### src/rtl/core/assert_macros.svh
// Assertion macros shared by the load-cell front end.
// Included by modules that carry concurrent checks.
`ifndef ASSERT_MACROS_SVH
`define ASSERT_MACROS_SVH
// implication checked on every edge outside reset
`define CHK_IMPL(label, ante, cons) \
    label: assert property (@(posedge clk) disable iff (!rst_n) (ante) |-> (cons)) \
        else $error("check failed");
// implication whose consequent is checked in the next cycle
`define CHK_NEXT(label, ante, cons) \
    label: assert property (@(posedge clk) disable iff (!rst_n) (ante) |=> (cons)) \
        else $error("check failed");
`endif

### src/rtl/core/lctca_pkg.sv
// Package for the load-cell tare, calibrate and stream front end.
// Holds widths, opcodes, modes and event codes; no dependencies.
package lctca_pkg;
    localparam int SAMPLE_BITS_D = 24;
    localparam int COUNT_BITS_D  = 8;
    localparam int MEAS_W        = 40;
    localparam int SCALE_W       = 32;
    localparam int MASS_W        = 24;
    localparam int ACC_W         = 48;
    localparam int DIV_W         = 64;

    localparam logic [2:0] OP_SAMPLE = 3'd0;
    localparam logic [2:0] OP_TICK   = 3'd1;
    localparam logic [2:0] OP_TARE   = 3'd2;
    localparam logic [2:0] OP_CALIB  = 3'd3;
    localparam logic [2:0] OP_START  = 3'd4;
    localparam logic [2:0] OP_STOP   = 3'd5;

    localparam logic [1:0] MODE_READY  = 2'd0;
    localparam logic [1:0] MODE_TARE   = 2'd1;
    localparam logic [1:0] MODE_CALIB  = 2'd2;
    localparam logic [1:0] MODE_STREAM = 2'd3;

    localparam logic [1:0] ERR_NONE  = 2'd0;
    localparam logic [1:0] ERR_TARE  = 2'd1;
    localparam logic [1:0] ERR_CALIB = 2'd2;

    localparam logic [1:0] EV_NONE  = 2'd0;
    localparam logic [1:0] EV_TARE  = 2'd1;
    localparam logic [1:0] EV_CALIB = 2'd2;

    localparam logic [2:0] REG_AUTO   = 3'd0;
    localparam logic [2:0] REG_TSAMP  = 3'd1;
    localparam logic [2:0] REG_CSAMP  = 3'd2;
    localparam logic [2:0] REG_SSAMP  = 3'd3;
    localparam logic [2:0] REG_TTICKS = 3'd4;
    localparam logic [2:0] REG_CTICKS = 3'd5;

    typedef struct packed {
        logic start;
        logic busy;
        logic done;
    } div_ctl_t;
endpackage

### src/rtl/core/lctca_div.sv
// Bit-serial signed divider, one quotient bit per cycle, truncating toward zero.
// Depends on lctca_pkg and assert_macros.svh.
module lctca_div
(
    input  logic                           clk,
    input  logic                           rst_n,
    input  logic                           start,
    input  logic [lctca_pkg::DIV_W-1:0]    dividend,
    input  logic [lctca_pkg::DIV_W-1:0]    divisor,
    output lctca_pkg::div_ctl_t            ctl,
    output logic [lctca_pkg::DIV_W-1:0]    quotient
);
    import lctca_pkg::*;

    localparam int CNT_W = $clog2(DIV_W + 1);

    logic [DIV_W-1:0] num_reg, num_next;
    logic [DIV_W-1:0] den_reg, den_next;
    logic [DIV_W:0]   rem_reg, rem_next;
    logic [CNT_W-1:0] cnt_reg, cnt_next;
    logic             neg_reg, neg_next;
    logic             busy_reg, busy_next;
    logic             done_reg, done_next;
    logic [DIV_W:0]   trial;
    logic [DIV_W:0]   shifted;

    always_comb
    begin
        num_next  = num_reg;
        den_next  = den_reg;
        rem_next  = rem_reg;
        cnt_next  = cnt_reg;
        neg_next  = neg_reg;
        busy_next = busy_reg;
        done_next = 1'b0;
        shifted   = {rem_reg[DIV_W-1:0], num_reg[DIV_W-1]};
        trial     = shifted - {1'b0, den_reg};
        if (start)
        begin
            num_next  = dividend[DIV_W-1] ? (~dividend + 1'b1) : dividend;
            den_next  = divisor[DIV_W-1] ? (~divisor + 1'b1) : divisor;
            neg_next  = dividend[DIV_W-1] ^ divisor[DIV_W-1];
            rem_next  = '0;
            cnt_next  = CNT_W'(DIV_W);
            busy_next = 1'b1;
        end
        else if (busy_reg)
        begin
            // shift one dividend bit into the remainder, restore on underflow
            if (!trial[DIV_W])
            begin
                rem_next = trial;
                num_next = {num_reg[DIV_W-2:0], 1'b1};
            end
            else
            begin
                rem_next = shifted;
                num_next = {num_reg[DIV_W-2:0], 1'b0};
            end
            cnt_next = cnt_reg - 1'b1;
            if (cnt_reg == CNT_W'(1))
            begin
                busy_next = 1'b0;
                done_next = 1'b1;
            end
        end
    end

    always_ff @(posedge clk or negedge rst_n)
    begin
        if (!rst_n)
        begin
            busy_reg <= 1'b0;
            done_reg <= 1'b0;
            cnt_reg  <= '0;
        end
        else
        begin
            busy_reg <= busy_next;
            done_reg <= done_next;
            cnt_reg  <= cnt_next;
        end
    end

    always_ff @(posedge clk)
    begin
        num_reg <= num_next;
        den_reg <= den_next;
        rem_reg <= rem_next;
        neg_reg <= neg_next;
    end

    assign quotient  = neg_reg ? (~num_reg + 1'b1) : num_reg;
    assign ctl.start = start;
    assign ctl.busy  = busy_reg;
    assign ctl.done  = done_reg;

    `include "assert_macros.svh"
    `CHK_NEXT(a_start_busy, start, busy_reg)
    `CHK_NEXT(a_done_ends_busy, busy_reg && cnt_reg == CNT_W'(1) && !start, done_reg && !busy_reg)
    `CHK_IMPL(a_not_both, done_reg, !busy_reg || $past(start))
endmodule

### src/rtl/core/load_cell_tare_calibrate_average.sv
// Top level of the load-cell tare, calibrate and stream front end.
// Depends on lctca_pkg, lctca_div and assert_macros.svh.
//
//  channel | signals                                   | direction
//  --------+-------------------------------------------+----------
//  in      | in_valid, in_stall, opcode/sample/known_mass | request in
//  out     | out_valid, out_stall, mode..scale_now        | request out
//  cfg     | cfg_we, cfg_index, cfg_data                  | write only
//
// One request at a time: take it in idle, work it in the exec state, offer
// the result in the out state. A divider pass yields all 64 quotient bits.
// A sample that closes a tare or stream average runs one pass, every stream
// sample at nonzero scale one ahead, and calibration two (one at zero mass).
// Reset sets mode, counters and state at once to listed values, not payloads.
// A stalled result holds in the output register; the next request is taken
// only once that result has left.
module load_cell_tare_calibrate_average
#(
    parameter int SAMPLE_BITS = lctca_pkg::SAMPLE_BITS_D,
    parameter int COUNT_BITS  = lctca_pkg::COUNT_BITS_D
)
(
    input  logic                           clk,
    input  logic                           rst_n,
    input  logic                           in_valid,
    output logic                           in_stall,
    input  logic [2:0]                     opcode,
    input  logic signed [SAMPLE_BITS-1:0]  sample,
    input  logic [lctca_pkg::MASS_W-1:0]   known_mass,
    output logic                           out_valid,
    input  logic                           out_stall,
    output logic [1:0]                     mode,
    output logic                           accepted,
    output logic                           meas_valid,
    output logic signed [lctca_pkg::MEAS_W-1:0] measurement,
    output logic [1:0]                     error_code,
    output logic [1:0]                     cal_event,
    output logic signed [SAMPLE_BITS-1:0]  offset_now,
    output logic signed [lctca_pkg::SCALE_W-1:0] scale_now,
    input  logic                           cfg_we,
    input  logic [2:0]                     cfg_index,
    input  logic [15:0]                    cfg_data
);
    import lctca_pkg::*;

    typedef enum logic [4:0] {
        ST_IDLE = 5'b00001,
        ST_EXEC = 5'b00010,
        ST_DIV1 = 5'b00100,
        ST_DIV2 = 5'b01000,
        ST_OUT  = 5'b10000
    } state_t;

    localparam logic signed [DIV_W-1:0] SC_MAX = DIV_W'(64'sd2147483647);
    localparam logic signed [DIV_W-1:0] SC_MIN = -DIV_W'(64'sd2147483648);
    localparam logic signed [DIV_W-1:0] MS_MAX = DIV_W'(64'sd549755813887);
    localparam logic signed [DIV_W-1:0] MS_MIN = -DIV_W'(64'sd549755813888);
    localparam logic [COUNT_BITS-1:0]   CMAX   = '1;

    state_t st_reg, st_next;

    // configuration
    logic        auto_reg;
    logic [7:0]  tsamp_reg, csamp_reg, ssamp_reg;
    logic [15:0] tticks_reg, cticks_reg;

    // block state
    logic [1:0]                    mode_reg, mode_next;
    logic signed [ACC_W-1:0]       acc_reg, acc_next;
    logic [COUNT_BITS-1:0]         cnt_reg, cnt_next;
    logic [15:0]                   ticks_reg, ticks_next;
    logic signed [SAMPLE_BITS-1:0] offset_reg, offset_next;
    logic signed [SCALE_W-1:0]     scale_reg, scale_next;
    logic [MASS_W-1:0]             mass_reg, mass_next;

    // held request
    logic [2:0]                    op_reg;
    logic signed [SAMPLE_BITS-1:0] smp_reg;
    logic [MASS_W-1:0]             km_reg;

    // result fields
    logic       acc_flag_reg, acc_flag_next;
    logic       mv_reg, mv_next;
    logic signed [MEAS_W-1:0] meas_reg, meas_next;
    logic [1:0] err_reg, err_next;
    logic [1:0] ev_reg, ev_next;

    // divider
    logic                div_start;
    logic [DIV_W-1:0]    div_a, div_b, div_q;
    div_ctl_t            div_ctl;
    logic [1:0]          div_kind_reg, div_kind_next; // which division is running

    logic [COUNT_BITS-1:0]     need;
    logic [COUNT_BITS-1:0]     cnt_inc;
    logic signed [DIV_W-1:0]   diff;
    logic signed [DIV_W-1:0]   q_s;
    logic signed [DIV_W-1:0]   acc_sum;

    lctca_div u_div
    (
        .clk      (clk),
        .rst_n    (rst_n),
        .start    (div_start),
        .dividend (div_a),
        .divisor  (div_b),
        .ctl      (div_ctl),
        .quotient (div_q)
    );

    function automatic logic [COUNT_BITS-1:0] eff(input logic [7:0] n);
        logic [COUNT_BITS-1:0] r;
        if (n == 8'd0)
            r = COUNT_BITS'(1);
        else if ({24'd0, n} > 32'(CMAX))
            r = CMAX;
        else
            r = COUNT_BITS'(n);
        return r;
    endfunction

    always_ff @(posedge clk or negedge rst_n)
    begin
        if (!rst_n)
        begin
            auto_reg   <= 1'b0;
            tsamp_reg  <= 8'd16;
            csamp_reg  <= 8'd16;
            ssamp_reg  <= 8'd4;
            tticks_reg <= 16'd1000;
            cticks_reg <= 16'd1000;
        end
        else if (cfg_we)
        begin
            case (cfg_index)
                REG_AUTO:   auto_reg   <= cfg_data[0];
                REG_TSAMP:  tsamp_reg  <= cfg_data[7:0];
                REG_CSAMP:  csamp_reg  <= cfg_data[7:0];
                REG_SSAMP:  ssamp_reg  <= cfg_data[7:0];
                REG_TTICKS: tticks_reg <= cfg_data;
                REG_CTICKS: cticks_reg <= cfg_data;
                default: ;
            endcase
        end
    end

    assign in_stall = (st_reg != ST_IDLE);
    assign q_s      = $signed(div_q);
    assign cnt_inc  = cnt_reg + 1'b1;
    assign diff     = DIV_W'(smp_reg) - DIV_W'(offset_reg);

    always_comb
    begin
        case (mode_reg)
            MODE_TARE:  need = eff(tsamp_reg);
            MODE_CALIB: need = eff(csamp_reg);
            default:    need = eff(ssamp_reg);
        endcase
    end

    always_comb
    begin
        st_next       = st_reg;
        mode_next     = mode_reg;
        acc_next      = acc_reg;
        cnt_next      = cnt_reg;
        ticks_next    = ticks_reg;
        offset_next   = offset_reg;
        scale_next    = scale_reg;
        mass_next     = mass_reg;
        acc_flag_next = acc_flag_reg;
        mv_next       = mv_reg;
        meas_next     = meas_reg;
        err_next      = err_reg;
        ev_next       = ev_reg;
        div_start     = 1'b0;
        div_a         = '0;
        div_b         = '0;
        div_kind_next = div_kind_reg;
        acc_sum       = '0;
        case (st_reg)
            ST_IDLE:
            begin
                if (in_valid)
                    st_next = ST_EXEC;
            end
            ST_EXEC:
            begin
                acc_flag_next = 1'b0;
                mv_next       = 1'b0;
                meas_next     = '0;
                err_next      = ERR_NONE;
                ev_next       = EV_NONE;
                st_next       = ST_OUT;
                case (op_reg)
                    OP_SAMPLE:
                    begin
                        if (mode_reg == MODE_TARE)
                        begin
                            acc_sum  = DIV_W'(acc_reg) + DIV_W'(smp_reg);
                            acc_next = ACC_W'(acc_sum);
                            cnt_next = cnt_inc;
                            if (cnt_inc >= need)
                            begin
                                div_start     = 1'b1;
                                div_a         = acc_sum;
                                div_b         = DIV_W'(cnt_inc);
                                div_kind_next = MODE_TARE;
                                st_next       = ST_DIV2;
                            end
                        end
                        else if (mode_reg == MODE_CALIB)
                        begin
                            acc_sum  = DIV_W'(acc_reg) + diff;
                            acc_next = ACC_W'(acc_sum);
                            cnt_next = cnt_inc;
                            if (cnt_inc >= need)
                            begin
                                div_start     = 1'b1;
                                div_a         = acc_sum;
                                div_b         = DIV_W'(cnt_inc);
                                div_kind_next = MODE_CALIB;
                                st_next       = ST_DIV1;
                            end
                        end
                        else if (mode_reg == MODE_STREAM)
                        begin
                            if (scale_reg == '0)
                            begin
                                // zero scale: saturate by sign of the difference
                                acc_sum = DIV_W'(acc_reg) + ((diff > 0) ? MS_MAX :
                                          ((diff < 0) ? MS_MIN : '0));
                                acc_next = ACC_W'(acc_sum);
                                cnt_next = cnt_inc;
                                if (cnt_inc >= need)
                                begin
                                    div_start     = 1'b1;
                                    div_a         = acc_sum;
                                    div_b         = DIV_W'(cnt_inc);
                                    div_kind_next = MODE_READY;
                                    st_next       = ST_DIV2;
                                end
                            end
                            else
                            begin
                                div_start     = 1'b1;
                                div_a         = diff <<< 24;
                                div_b         = DIV_W'(scale_reg);
                                div_kind_next = MODE_STREAM;
                                st_next       = ST_DIV1;
                            end
                        end
                    end
                    OP_TICK:
                    begin
                        if (mode_reg == MODE_TARE || mode_reg == MODE_CALIB)
                        begin
                            if (ticks_reg <= 16'd1)
                            begin
                                err_next   = (mode_reg == MODE_TARE) ? ERR_TARE : ERR_CALIB;
                                ticks_next = '0;
                                mode_next  = auto_reg ? MODE_STREAM : MODE_READY;
                                acc_next   = '0;
                                cnt_next   = '0;
                            end
                            else
                                ticks_next = ticks_reg - 1'b1;
                        end
                    end
                    OP_TARE, OP_CALIB:
                    begin
                        if (mode_reg == MODE_STREAM || mode_reg == MODE_READY)
                        begin
                            acc_next      = '0;
                            cnt_next      = '0;
                            acc_flag_next = 1'b1;
                            if (op_reg == OP_TARE)
                            begin
                                ticks_next = tticks_reg;
                                mode_next  = MODE_TARE;
                            end
                            else
                            begin
                                mass_next  = km_reg;
                                ticks_next = cticks_reg;
                                mode_next  = MODE_CALIB;
                            end
                        end
                    end
                    OP_START:
                    begin
                        if (mode_reg == MODE_READY)
                        begin
                            acc_next      = '0;
                            cnt_next      = '0;
                            mode_next     = MODE_STREAM;
                            acc_flag_next = 1'b1;
                        end
                    end
                    OP_STOP:
                    begin
                        if (mode_reg == MODE_STREAM)
                        begin
                            mode_next     = MODE_READY;
                            acc_flag_next = 1'b1;
                        end
                    end
                    default: ;
                endcase
            end
            ST_DIV1:
            begin
                // first division done: calib mean or per-sample mass
                if (div_ctl.done)
                begin
                    if (div_kind_reg == MODE_CALIB)
                    begin
                        if (mass_reg == '0)
                        begin
                            scale_next = q_s[DIV_W-1] ? SCALE_W'(SC_MIN) : SCALE_W'(SC_MAX);
                            ev_next    = EV_CALIB;
                            mode_next  = auto_reg ? MODE_STREAM : MODE_READY;
                            acc_next   = '0;
                            cnt_next   = '0;
                            st_next    = ST_OUT;
                        end
                        else
                        begin
                            div_start = 1'b1;
                            div_a     = q_s <<< 16;
                            div_b     = DIV_W'(mass_reg);
                            st_next   = ST_DIV2;
                        end
                    end
                    else
                    begin
                        acc_sum  = DIV_W'(acc_reg) + ((q_s > MS_MAX) ? MS_MAX :
                                   ((q_s < MS_MIN) ? MS_MIN : q_s));
                        acc_next = ACC_W'(acc_sum);
                        cnt_next = cnt_inc;
                        if (cnt_inc >= need)
                        begin
                            div_start     = 1'b1;
                            div_a         = acc_sum;
                            div_b         = DIV_W'(cnt_inc);
                            div_kind_next = MODE_READY;
                            st_next       = ST_DIV2;
                        end
                        else
                            st_next = ST_OUT;
                    end
                end
            end
            ST_DIV2:
            begin
                if (div_ctl.done)
                begin
                    st_next = ST_OUT;
                    if (div_kind_reg == MODE_TARE)
                    begin
                        offset_next = SAMPLE_BITS'(q_s);
                        ev_next     = EV_TARE;
                        mode_next   = auto_reg ? MODE_STREAM : MODE_READY;
                        acc_next    = '0;
                        cnt_next    = '0;
                    end
                    else if (div_kind_reg == MODE_CALIB)
                    begin
                        scale_next = (q_s > SC_MAX) ? SCALE_W'(SC_MAX) :
                                     ((q_s < SC_MIN) ? SCALE_W'(SC_MIN) : SCALE_W'(q_s));
                        ev_next    = EV_CALIB;
                        mode_next  = auto_reg ? MODE_STREAM : MODE_READY;
                        acc_next   = '0;
                        cnt_next   = '0;
                    end
                    else
                    begin
                        meas_next = MEAS_W'(q_s);
                        mv_next   = 1'b1;
                        acc_next  = '0;
                        cnt_next  = '0;
                    end
                end
            end
            ST_OUT:
            begin
                if (!out_stall)
                    st_next = ST_IDLE;
            end
            default: st_next = ST_IDLE;
        endcase
    end

    always_ff @(posedge clk or negedge rst_n)
    begin
        if (!rst_n)
        begin
            st_reg       <= ST_IDLE;
            mode_reg     <= MODE_READY;
            acc_reg      <= '0;
            cnt_reg      <= '0;
            ticks_reg    <= '0;
            offset_reg   <= '0;
            scale_reg    <= SCALE_W'(256);
            mass_reg     <= MASS_W'(256);
            div_kind_reg <= MODE_READY;
        end
        else
        begin
            st_reg       <= st_next;
            mode_reg     <= mode_next;
            acc_reg      <= acc_next;
            cnt_reg      <= cnt_next;
            ticks_reg    <= ticks_next;
            offset_reg   <= offset_next;
            scale_reg    <= scale_next;
            mass_reg     <= mass_next;
            div_kind_reg <= div_kind_next;
        end
    end

    // hold the request and result payloads
    always_ff @(posedge clk)
    begin
        if (st_reg == ST_IDLE && in_valid)
        begin
            op_reg  <= opcode;
            smp_reg <= sample;
            km_reg  <= known_mass;
        end
        acc_flag_reg <= acc_flag_next;
        mv_reg       <= mv_next;
        meas_reg     <= meas_next;
        err_reg      <= err_next;
        ev_reg       <= ev_next;
    end

    assign out_valid   = (st_reg == ST_OUT);
    assign mode        = mode_reg;
    assign accepted    = acc_flag_reg;
    assign meas_valid  = mv_reg;
    assign measurement = meas_reg;
    assign error_code  = err_reg;
    assign cal_event   = ev_reg;
    assign offset_now  = offset_reg;
    assign scale_now   = scale_reg;

    `include "assert_macros.svh"
    `CHK_IMPL(a_out_no_in, out_valid, in_stall)
    `CHK_IMPL(a_mv_stream, out_valid && meas_valid, mode_reg == MODE_STREAM)
    `CHK_IMPL(a_div_idle, st_reg == ST_IDLE || st_reg == ST_OUT, !div_ctl.busy)
endmodule
### config.mk
export PLATFORM = sky130hd
export DESIGN_NAME = load_cell_tare_calibrate_average
export DESIGN_NICKNAME = d
export VERILOG_FILES = /design/src/rtl/core/lctca_pkg.sv /design/src/rtl/core/lctca_div.sv /design/src/rtl/core/load_cell_tare_calibrate_average.sv
export VERILOG_INCLUDE_DIRS = /design/src /design/src/rtl/core
export SDC_FILE = /design/constraint.sdc
export NUM_CORES = 2
export LEC_CHECK = 0
export BUFFER_PORTS_ARGS = -buffer_cell sky130_fd_sc_hd__buf_2
export CAP_MARGIN = 0
export CORE_ASPECT_RATIO = 1.2
export CORE_MARGIN = 4
export CORE_UTILIZATION = 30
export CTS_CLUSTER_DIAMETER = 40
export CTS_CLUSTER_SIZE = 12
export DETAILED_ROUTE_END_ITERATION = 8
export PLACE_DENSITY = 0.42
export SYNTH_ARGS = -nofsm -noshare
export SYNTH_HDL_FRONTEND = slang
export SYNTH_SLANG_ARGS = --single-unit
### constraint.sdc
create_clock -name clk -period 22.2 [get_ports clk]
set_clock_uncertainty 0.2 [all_clocks]
set_input_delay 0 -clock clk [delete_from_list [all_inputs] [get_ports clk]]
set_output_delay 0 -clock clk [all_outputs]
set_load 0.01 [all_outputs]
# After elaboration in Yosys (flattened, before gate mapping)
# Cells that the tools add are included.
classes:
  order_cmp: 8
  mux: 159
  n_bitwise: 5
  n_addsub: 12
  eq_ne: 49
  n_reduce_logical: 35
ops:
  columns: ["operator", "count"]
  rows:
  - ["2-to-1 mux 64 bit", 28]
  - ["2-to-1 mux 48 bit", 12]
  - ["2-to-1 mux 32 bit", 9]
  - ["one-hot mux 64 bit (2 select lines)", 2]
  - ["adder 64 x 1 -> 64 bit (second input constant)", 3]
  - ["inverter 64 bit", 3]
  - ["one-hot mux 48 bit (4 select lines)", 1]
  - ["one-hot mux 48 bit (3 select lines)", 1]
  - ["2-to-1 mux 8 bit", 16]
  - ["2-to-1 mux 40 bit", 3]
  - ["one-hot mux 40 bit (2 select lines)", 1]
  - ["2-to-1 mux 5 bit", 13]
  - ["subtractor 65 x 64 -> 65 bit", 1]
  - ["adder 48 x 64 -> 64 bit", 1]
  - ["adder 64 bit", 1]
  - ["> comparator 64 x 32 -> 1 bit (second input constant)", 1]
  - ["> comparator 64 x 40 -> 1 bit (second input constant)", 1]
  - ["less-than comparator 64 x 32 -> 1 bit (second input constant)", 1]
  - ["less-than comparator 64 x 40 -> 1 bit (second input constant)", 1]
  - ["2-to-1 mux 16 bit", 4]
  - ["one-hot mux 32 bit (2 select lines)", 1]
  - ["2-to-1 mux 63 bit", 1]
  - ["2-to-1 mux 2 bit", 30]
  - ["adder 48 x 24 -> 49 bit", 1]
  - ["other kinds (59)", 132]
totals:
  in_bits: 75
  regBits: 517
  elab_cells: 299

# Logic depth before layout (Yosys ltp)
depth:
  depth_word: 16
  depth_mapped: 37

# By module
# Synthesis repeated with hierarchy kept, for this count alone.
hier_totals:
  hier_cells: 5548
  hier_area_um2: 45869.0
modules_own_cells:
  columns: ["mod", "instances", "area_each_um2", "cells_each"]
  rows:
  - ["load_cell_tare_calibrate_average", 1, 30301.6, 3752]
  - ["lctca_div", 1, 15567.4, 1796]

# Least setup slack after synthesis
# Ideal clock, no wire load.
synth_path:
  kind: "reg-to-reg"
  start: "reg offset_reg[0] (netlist: offset_now[0])"
  end: "reg u_div.num_reg[59], data pin"
  slack_ps: 12814
  setup_ps: 262
  arrival_ps: 8924
  required_time_ps: 21738
  path_stages_with_launch: 27
  cell_sequence: "dfrtp_1 -> ha_1 -> fa_1 -> nand2b_1 -> a21o_1 -> a211oi_1 -> o21ai_0 -> nand2b_1 -> a21o_1 -> o21ai_0 -> nor2_1 -> ha_1 -> fa_1 -> a21oi_1 -> o221ai_1 -> a311oi_1 -> o31ai_1 -> a21o_1 -> mux2i_1 -> a21boi_0 -> a221o_1 -> or3_1 -> nor4_2 -> and4_1 -> nand2_1 -> o41ai_2 -> mux2_1"
synth_via:
  elab_chain_len: 16
  elab_cells_between_ends: 19
synth_rtl:
  columns: ["element", "line_no", "source"]
  rows:
  - ["from (decl)", "load_cell_tare_calibrate_average.sv:72", "logic signed [SAMPLE_BITS-1:0] offset_reg, offset_next;"]
  - ["from (signal assigned)", "load_cell_tare_calibrate_average.sv:415", "offset_reg <= offset_next;"]
  - ["subtractor 24 x 24 -> 25 bit *", "load_cell_tare_calibrate_average.sv:150", "assign diff = DIV_W'(smp_reg) - DIV_W'(offset_reg);"]
  - ["less-than comparator 25 x 1 -> 1 bit", "load_cell_tare_calibrate_average.sv:232", "((diff < 0) ? MS_MIN : '0));"]
  - ["2-to-1 mux 64 bit", "load_cell_tare_calibrate_average.sv:232", null]
  - ["2-to-1 mux 64 bit", "load_cell_tare_calibrate_average.sv:231", "acc_sum = DIV_W'(acc_reg) + ((diff > 0) ? MS_MAX :"]
  - ["adder 64 bit", "load_cell_tare_calibrate_average.sv:231", null]
  - ["2-to-1 mux 64 bit", "load_cell_tare_calibrate_average.sv:235", "if (cnt_inc >= need)"]
  - ["2-to-1 mux 64 bit", "load_cell_tare_calibrate_average.sv:228", "if (scale_reg == '0)"]
  - ["2-to-1 mux 64 bit", "load_cell_tare_calibrate_average.sv:226", "else if (mode_reg == MODE_STREAM)"]
  - ["2-to-1 mux 64 bit *", "load_cell_tare_calibrate_average.sv:212", "else if (mode_reg == MODE_CALIB)"]
  - ["2-to-1 mux 64 bit *", "load_cell_tare_calibrate_average.sv:198", "if (mode_reg == MODE_TARE)"]
  - ["2-to-1 mux 64 bit *", "load_cell_tare_calibrate_average.sv:195", "case (op_reg)"]
  - ["one-hot mux 64 bit (2 select lines) *", "load_cell_tare_calibrate_average.sv:181", "case (st_reg)"]
  - ["inverter 64 bit", "lctca_div.sv:40", "num_next = dividend[DIV_W-1] ? (~dividend + 1'b1) : dividend;"]
  - ["adder 64 x 1 -> 64 bit", "lctca_div.sv:40", null]
  - ["2-to-1 mux 64 bit *", "lctca_div.sv:40", null]
  - ["2-to-1 mux 64 bit *", "lctca_div.sv:38", "if (start)"]
  - ["via u_div.num_next[59]", "lctca_div.sv:17", "logic [DIV_W-1:0] num_reg, num_next;"]
  - ["to (signal assigned)", "lctca_div.sv:87", "num_reg <= num_next;"]
  - ["to (decl)", "lctca_div.sv:17", null]
# The timed path passes the listed nets; every way through them passes the cells marked *.
# A chain may end at the register's enable or synchronous reset.

# Worst setup path after layout
layout_path:
  start: "reg u_div.num_reg[26]"
  end: "reg u_div.num_reg[59], data pin"
layout_via:
  elab_chain_len: 15
  elab_cells_between_ends: 17
layout_rtl:
  columns: ["element", "line_no", "source"]
  rows:
  - ["inverter 64 bit", "lctca_div.sv:93", "assign quotient = neg_reg ? (~num_reg + 1'b1) : num_reg;"]
  - ["adder 64 x 1 -> 64 bit", "lctca_div.sv:93", null]
  - ["2-to-1 mux 64 bit *", "lctca_div.sv:93", null]
  - ["less-than comparator 64 x 40 -> 1 bit", "load_cell_tare_calibrate_average.sv:338", "((q_s < MS_MIN) ? MS_MIN : q_s));"]
  - ["2-to-1 mux 64 bit", "load_cell_tare_calibrate_average.sv:338", null]
  - ["2-to-1 mux 64 bit", "load_cell_tare_calibrate_average.sv:337", "acc_sum = DIV_W'(acc_reg) + ((q_s > MS_MAX) ? MS_MAX :"]
  - ["adder 48 x 64 -> 64 bit", "load_cell_tare_calibrate_average.sv:337", null]
  - ["2-to-1 mux 64 bit", "load_cell_tare_calibrate_average.sv:341", "if (cnt_inc >= need)"]
  - ["2-to-1 mux 64 bit *", "load_cell_tare_calibrate_average.sv:316", "if (div_kind_reg == MODE_CALIB)"]
  - ["2-to-1 mux 64 bit *", "load_cell_tare_calibrate_average.sv:314", "if (div_ctl.done)"]
  - ["one-hot mux 64 bit (2 select lines) *", "load_cell_tare_calibrate_average.sv:181", null]
  - ["inverter 64 bit", "lctca_div.sv:40", null]
  - ["adder 64 x 1 -> 64 bit", "lctca_div.sv:40", null]
  - ["2-to-1 mux 64 bit *", "lctca_div.sv:40", null]
  - ["2-to-1 mux 64 bit *", "lctca_div.sv:38", null]
  - ["via u_div.num_next[59]", "lctca_div.sv:17", null]
# Marked as above.

==> impl_metrics.yaml <==
finish:
  ff_latch_area_um2: 13800
  stdcell_count: 8400
  layout-drive-gt1-share_pct: 11.2
  areaGrowthSynthToFinish_pct: 18.1
  multiInputGateArea_um2: 31900
  fillers: 16474
  fin_nets: 6602
  layout_common_cells: "nand2_1 (591), a21oi_1 (581), o21ai_0 (515), nor2_1 (505), ha_1 (314)"
  final_common_cell: "nand2_1"
clock_network:
  cts_setup_buffers: 0
  holdBufCountCts: 152
  cts_resized: 0
  numCtsBuffers: 101
  clk_pin_slew_ns: 0.06
  cts_max_level: 3
  cts.sinks: 517
  cts_max_path_buffers: 3
  cts-root-buf: "clkbuf_16"
  insertion_delay_ns: 0.75
  cts_tree: "built"
timing:
  post-route-period-util_pct: 49.4
  rsz0062_at_grt: "no"
  hold_viol_final: 0
  worstMarginPinSlew_ns: 1.24
  relSlewSlack_pct: 15.1
  finalSetupTns_ns: 0
  setup_viol: 0
  min_period_ns: 10.97
  whs_ns: 0.123
  final_max_slew_viol_count: 0
  worst_slack_ns: 11.23
  timing.fmax_ghz: 0.0911
drt:
  first_pass_iters: 6
  vias: 48278
  drt_iter0_drc: 4165
  post_drt_wl_per_cell_um: 26.9
  via_per_inst: 5.75
  routed_wl_mm: 226
  detail-route-antenna-nets: 0
  drc: 0
logic_synthesis:
  synth_ff_type: "edfxtp_1"
  yosysWarnings: 0
  synth_edf_count: 226
  synthCells: 5945
  synthArstFlopShare_pct: 43.9
  syn_avg_cell_area_um2: 7.99
  ys_seq_area_share_pct: 29.0
  synth_seq_cells: 517
  syn_area_um2: 47500
  yosysUniqueCellTypes: 101
floorplan:
  die-area_um2: 165000
  die_h_um: 444
  die_w_um: 371
  row_count: 159
  ios: 181
  initial_core_util_pct: 30.2
  core_area_um2: 157000
worst_setup_path:
  crit_fanout: 41
  crit_slowest_cell: "o31ai_1"
  critPathArrivalTime_ns: 11.25
  cp-start-kind: "flop"
  r2r-start: "u_div.num_reg[26]"
  cpPeakStageDelay_ns: 0.86
  critPathCaptureType: "flop"
  startpoint: "u_div.num_reg[26]"
  worst_path_most_repeated_cell: "nand4_1"
  critical_path_class: "reg -> reg"
  worstPathRequired_ns: 22.47
place:
  place_ws_ns: 11.56
  io_buffers: 180
  dp.final_hpwl_mm: 177
  dp_cells: 8043
  routabilityCongestion: 1.03
outcome:
  status: "finished, final reports clean"
global_route:
  grt_usage_pct: 26.5
  first_global_vias: 46993
  grt_pass1_wl_mm: 325
  antenna_found_initial: 7
  overflow: 0
  grt_max_degree: 160
pwr:
  powerDensity_nw_per_um2: 138
  leakagePower_nw: 22.9
  finalPower_mw: 7.74
  ir_worst_vdd_uv: 64.0
min_path:
  hold_class: "in -> reg"
  hold_path_startpoint: "cfg_index[2]"
job:
  max-cap-violations: 0
## metal layers
metal  wire [µm]  vias to the layer above  share of wire, %  global-route usage (%)
met5           0                        -                 0                       0
met4       12400                        0               5.5                    13.2
met3       10600                      363               4.7                    2.92
met2      106000                     1438                47                    44.3
met1       96400                    23709                43                    33.8
li1            -                    22768                 -                       -
## worst max-delay path, delay by kind of cell, from the launching register on
| family | cells | cell delay, ns |
|---|---|---|
| AOI/OAI and AO/OA | 8 | 2.89 |
| xor gates and xnor gates | 2 | 0.60 |
| adders and majority gates | 1 | 0.49 |
| buffers and inverters | 1 | 0.44 |
| DFF | 1 | 0.49 |
| muxes | 1 | 0.36 |
| and+or+nand+nor | 13 | 5.15 |
## cells in the mapped netlist, drive strengths merged, types with 14 or more instances
| cell type | instances | share of area [%] |
|---|---|---|
| a2111oi | 16 | 0.31 |
| o211ai | 63 | 1.0 |
| ha | 316 | 8.3 |
| nor3 | 146 | 1.6 |
| a21o | 142 | 2.2 |
| a211oi | 88 | 1.4 |
| xnor2 | 186 | 3.4 |
| o21ai | 530 | 5.6 |
| or2 | 24 | 0.32 |
| dfxtp | 64 | 2.7 |
| nand2 | 595 | 4.7 |
| nand3 | 125 | 1.3 |
| dfstp | 18 | 1.0 |
| mux2 | 97 | 2.3 |
| nand2b | 79 | 1.0 |
| and4 | 18 | 0.33 |
| edfxtp | 226 | 14 |
| nor4 | 81 | 1.2 |
| inv | 215 | 1.7 |
| o31ai | 72 | 1.1 |
| nor2b | 53 | 0.70 |
| o2111ai | 16 | 0.30 |
| o22ai | 39 | 0.51 |
| or4 | 24 | 0.39 |
| o22a | 14 | 0.26 |
| nor2 | 508 | 4.0 |
| a21boi | 20 | 0.32 |
| o21a | 68 | 1.1 |
| or3 | 55 | 0.72 |
| o221ai | 17 | 0.31 |
| a31oi | 74 | 0.98 |
| o21bai | 37 | 0.59 |
| a211o | 23 | 0.42 |
| mux2i | 45 | 0.95 |
| clkbuf | 295 | 2.3 |
| xor2 | 197 | 3.6 |
| a21oi | 583 | 6.1 |
| dfrtp | 209 | 11 |
| nand4 | 108 | 1.5 |
| a22oi | 70 | 1.1 |
| a221oi | 32 | 0.59 |
| o41ai | 20 | 0.43 |
| and3 | 57 | 0.75 |
| buf | 36 | 0.36 |
| and2 | 29 | 0.38 |
## kinds of logic (layout without fill, tap and decap cells)
| kind of cell | count (synthesis) | after routing | share of synthesized area [%] |
|---|---|---|---|
| AND/OR/NAND/NOR | 1936 | 1936 | 19.5 |
| adder cells (fa/ha/maj) | 322 | 322 | 8.58 |
| other | 1 | 44 | 0.00790 |
| multiplexers | 142 | 142 | 3.25 |
| flip-flops | 517 | 517 | 29.0 |
| XOR/XNOR | 383 | 383 | 7.08 |
| AO/OA/AOI/OAI | 2096 | 2096 | 28.1 |
| buffers and inverters | 548 | 867 | 4.41 |
## area by class of cell
cell class	instances	area share (%)
multi-input combinational	4910	56.9
sequential	517	24.6
timing repair buffer	458	6.10
clock buffer	118	4.88
tap	2093	4.67
inverter	217	1.45
clock inverter	74	1.34
antenna	13	0.0580
## power by group
part	switching, mW	leakage (nW)	internal (mW)
logic	3.14	15.7	1.55
registers	0.271	5.51	1.20
clock network	0.599	1.70	0.979
total	4.01	22.9	3.73
## path summary, 6_finish.rpt
| kind | end | slack (ns) | cells after the start |
|---|---|---|---|
| max | u_div.num_reg[59] | 11.23 | 26 |
| min | auto_reg | 0.12 | 6 |
| max reg2reg | u_div.num_reg[59] | 11.23 | 26 |
| min reg2reg | mass_reg[17] | 0.27 | 1 |
| max in group asynchronous | u_div.busy_reg | 20.46 | 4 |
| min in group asynchronous | offset_now[15] | 0.31 | 4 |
## per-stage QoR
step           utilization [%]  area [µm²]
2_1_floorplan                -       47600
3_3_place_gp              32.5       51000
3_5_place_dp              32.5       51000
4_1_cts                   35.7       56000
5_1_grt                   35.7       56000
6_report                  35.7       56100
No activity file was read; power rests on OpenSTA's default activity.
